File: src/krt_ram.sv
// generic single write port, single read port ram with registered read
`default_nettype none

module krt_ram #(
    parameter int WIDTH = 8,
    parameter int DEPTH = 16
) (
    input  wire logic                     clk,
    input  wire logic                     wr_en,
    input  wire logic [$clog2(DEPTH)-1:0] wr_addr,
    input  wire logic [WIDTH-1:0]         wr_data,
    input  wire logic                     rd_en,
    input  wire logic [$clog2(DEPTH)-1:0] rd_addr,
    output logic      [WIDTH-1:0]         rd_data
);

    logic [WIDTH-1:0] mem [DEPTH];

    always_ff @(posedge clk)
    begin
        if (wr_en)
        begin
            mem[wr_addr] <= wr_data;
        end
        if (rd_en)
        begin
            rd_data <= mem[rd_addr];
        end
    end

endmodule

`default_nettype wire

File: config.mk
export PLATFORM = sky130hd
export DESIGN_NAME = krt_ram
export DESIGN_NICKNAME = d
export VERILOG_FILES = /design/src/krt_ram.sv
export SDC_FILE = /design/constraint.sdc
export NUM_CORES = 1
export LEC_CHECK = 0
export ABC_AREA = 0
export BUFFER_PORTS_ARGS = -buffer_cell sky130_fd_sc_hd__buf_2
export CORE_AREA = 2 2 111 113
export DETAILED_ROUTE_END_ITERATION = 8
export DIE_AREA = 0 0 113 115
export PLACE_DENSITY = 0.58
export SKIP_CTS_REPAIR_TIMING = 1
export SKIP_LAST_GASP = 1
export SLEW_MARGIN = 20
export SYNTH_ARGS = -nofsm -noshare
export SYNTH_HDL_FRONTEND = slang
export SYNTH_SLANG_ARGS = --single-unit
File: constraint.sdc
create_clock -name clk -period 5.36 [get_ports clk]
set_clock_uncertainty 0.2 [all_clocks]
set_input_delay 1.072 -clock clk [delete_from_list [all_inputs] [get_ports clk]]
set_output_delay 1.072 -clock clk [all_outputs]
set_load 0.02 [all_outputs]
==> impl_metrics.json <==
{
  "grt_pass1_wl_um": 14700,
  "ant_nets": 0,
  "cts-root-buf": "clkbuf_16",
  "dieArea_sq_mm": 0.0130,
  "num_vias": 2396,
  "tightest_slew_ns": 0.921,
  "reg2reg_to": "rd_data[5]",
  "first_global_vias": 2441,
  "yosysSeqAreaShare_pct": 78.1,
  "wl_per_cell_um": 22.4,
  "irDropWorstVdd_mv": 0.239,
  "seqCellArea_sq_mm": 0.00408,
  "outcome": "finished with violations",
  "yosysUniqueCellTypes": 18,
  "endpoint": "rd_data[5]",
  "post_dp_cell_area_sq_mm": 0.00548,
  "fmax_mhz": 376,
  "syn_nets": 248,
  "die_x_um": 113,
  "dp_hpwl_um": 6060,
  "syn-cell-area_sq_mm": 0.00523,
  "ys_ff_latch": 136,
  "p_per_area_mw_per_mm2": 407,
  "start_kind": "primary input",
  "tns_ns": 0,
  "clkLatencyLatePin_ns": 0.41,
  "hold_viol_final": 0,
  "antenna_found_initial": 0,
  "max_slew_margin_pct": 38.3,
  "syn2layout_area_growth_pct": 16.4,
  "rsz0062_at_grt": "false",
  "path_cells": "buf_4 > mux4_1 > a22oi_1 > nand2_1",
  "multi_input_area_sq_mm": 0.00106,
  "setup_violations": 0,
  "fillCellCount": 901,
  "post-route-period-util_pct": 49.6,
  "drt-total-wl_um": 9560,
  "place_congestion": 0.716,
  "p_leak_nw": 2.01,
  "required_ns": 5.31,
  "gr-usage-all-layers_pct": 16.2,
  "p_total_mw": 2.48,
  "initial_core_util_pct": 44.3,
  "violations": "DRC",
  "grt_max_degree": 33,
  "clockBufferDepth": 2,
  "num_rows": 40,
  "cpPeakStageDelay_ns": 0.62,
  "cp-startpoint": "rd_addr[0]",
  "hold_ws_ns": 0.549,
  "cp_data_arrival_time_ns": 2.61,
  "firstDrtPassIters": 8,
  "dp.cells": 395,
  "path_class": "in2reg",
  "cts_num_sinks": 136,
  "async_reset_ff_share_pct": 0,
  "fin_nets": 286,
  "hold_class": "reg2reg",
  "fp.dieH_um": 115,
  "overflow": 0,
  "drv_slew": 0,
  "synth_edf_count": 136,
  "core_sq_mm": 0.0118,
  "routed_via_density": 5.61,
  "drv_cap": 0,
  "rr_worst_depth": 3,
  "reg2reg_setup_slack_ns": 3.63,
  "timing.final.crit_period_ns": 2.66,
  "synthFlopType": "edfxtp_1",
  "diodes": 0,
  "finalNonFillerCells": 427,
  "cts_buffers": 17,
  "crit_fanout": 32,
  "worst_setup_path_end_kind": "register",
  "synth_warnings": 0,
  "final_cell_area_sq_mm": 0.00609,
  "synth_area_per_cell_sq_um": 22.8,
  "timing.rr.start": "mem[2][5]",
  "drc_errors": 2,
  "ios": 27,
  "htreeDepth": 4,
  "drive_gt1_share_pct": 28.6,
  "drt_iter0_drc": 139,
  "cts_tree": "done",
  "io_buffers": 26,
  "syn_inst": 229,
  "path_clk_slew_ns": 0.06,
  "critPathSlowestCell": "mux4_1"
}
[stage by stage]
stage | utilization [%] | setup WS [ns]
2_1_floorplan | - | 2.60
4_1_cts | 51.5 | 2.33
3_5_place_dp | 46.4 | 1.90
6_report | 51.5 | 2.70
3_3_place_gp | 46.4 | 1.89
5_1_grt | 51.5 | 2.60
[cells in the mapped netlist (2+ instances only)]
master           number  area, sq um
mux4_1               14          368
edfxtp_1            136         4080
nand2_1               9         33.8
a22oi_1              16          120
nor2_1               13         48.8
nand2b_1              2         12.5
clkdlybuf4s25_2       3         30.0
buf_2                 3         15.0
buf_6                 3         33.8
nand3b_1              2         15.0
nor3_1                4         20.0
mux4_2               18          405
[layer usage]
layer | routed length [um] | GRT usage [%]
met1 | 4440 | 22.6
met2 | 4530 | 24.6
met3 | 436 | 4.85
met4 | 157 | 6.10
met5 | 0 | 0
[critical path, delay by kind of cell]
kind | cells | cell delay [ns]
muxes | 1 | 0.62
buffers and inverters | 1 | 0.48
AOI/OAI and AO/OA | 1 | 0.33
and+or+nand+nor | 1 | 0.10
[flip-flops by register name, summed over array words and instances (netlist names)]
register,count
mem,128
rd_data,8
[power breakdown]
group          total (mW)  internal, mW  switching (mW)
Clock                1.16         0.732           0.433
Sequential           1.20          1.20         0.00602
Combinational       0.107        0.0418          0.0657
Total                2.48          1.97           0.505
[logic make-up (layout without fill, tap and decap cells)]
group	count (synthesis)	in the layout	synth area share (%)
AO/OA/AOI/OAI	16	16	2.30
AND/OR/NAND/NOR	35	35	3.14
flip-flops	136	136	78.1
buffers and inverters	10	61	1.65
multiplexers	32	32	14.8
[cells in the final DEF, fill, tap and decap left out, drive strengths merged]
| cell | synthesis | final |
|---|---|---|
| edfxtp | 136 | 136 |
| mux4 | 32 | 32 |
| buf | 7 | 29 |
| clkbuf | 0 | 17 |
| a22oi | 16 | 16 |
| nor2 | 13 | 13 |
| nand2 | 9 | 9 |
| clkinvlp | 0 | 5 |
| nor3 | 4 | 4 |
| clkinv | 0 | 4 |
| inv | 0 | 3 |
| bufinv | 0 | 3 |
| nand3b | 2 | 2 |
| nand2b | 2 | 2 |
| nor2b | 1 | 1 |
| and2 | 1 | 1 |
| and2b | 1 | 1 |
| nand3 | 1 | 1 |
| or3b | 1 | 1 |
[how the worst min path moves through the flow]
stage / start / to / cells past startpoint / slack, ns
2_1_floorplan: mem[7][0] / rd_data[0] / 3 / 0.50
3_3_place_gp: mem[11][3] / rd_data[3] / 3 / 0.53
3_5_place_dp: mem[15][6] / rd_data[6] / 3 / 0.55
4_1_cts: mem[11][1] / rd_data[1] / 3 / 0.56
5_1_grt: mem[12][6] / rd_data[6] / 3 / 0.57
6_report: mem[13][1] / rd_data[1] / 3 / 0.55
[layout make-up]
cell class / count / share of cell area (%)
Clock buffer: 17 / 6.99
Clock inverter: 15 / 2.90
Multi-Input combinational cell: 83 / 17.5
Sequential cell: 136 / 67.1
Tap cell: 147 / 3.02
Timing Repair Buffer: 29 / 2.55
Note: power is estimated with default switching activity, not from simulation.
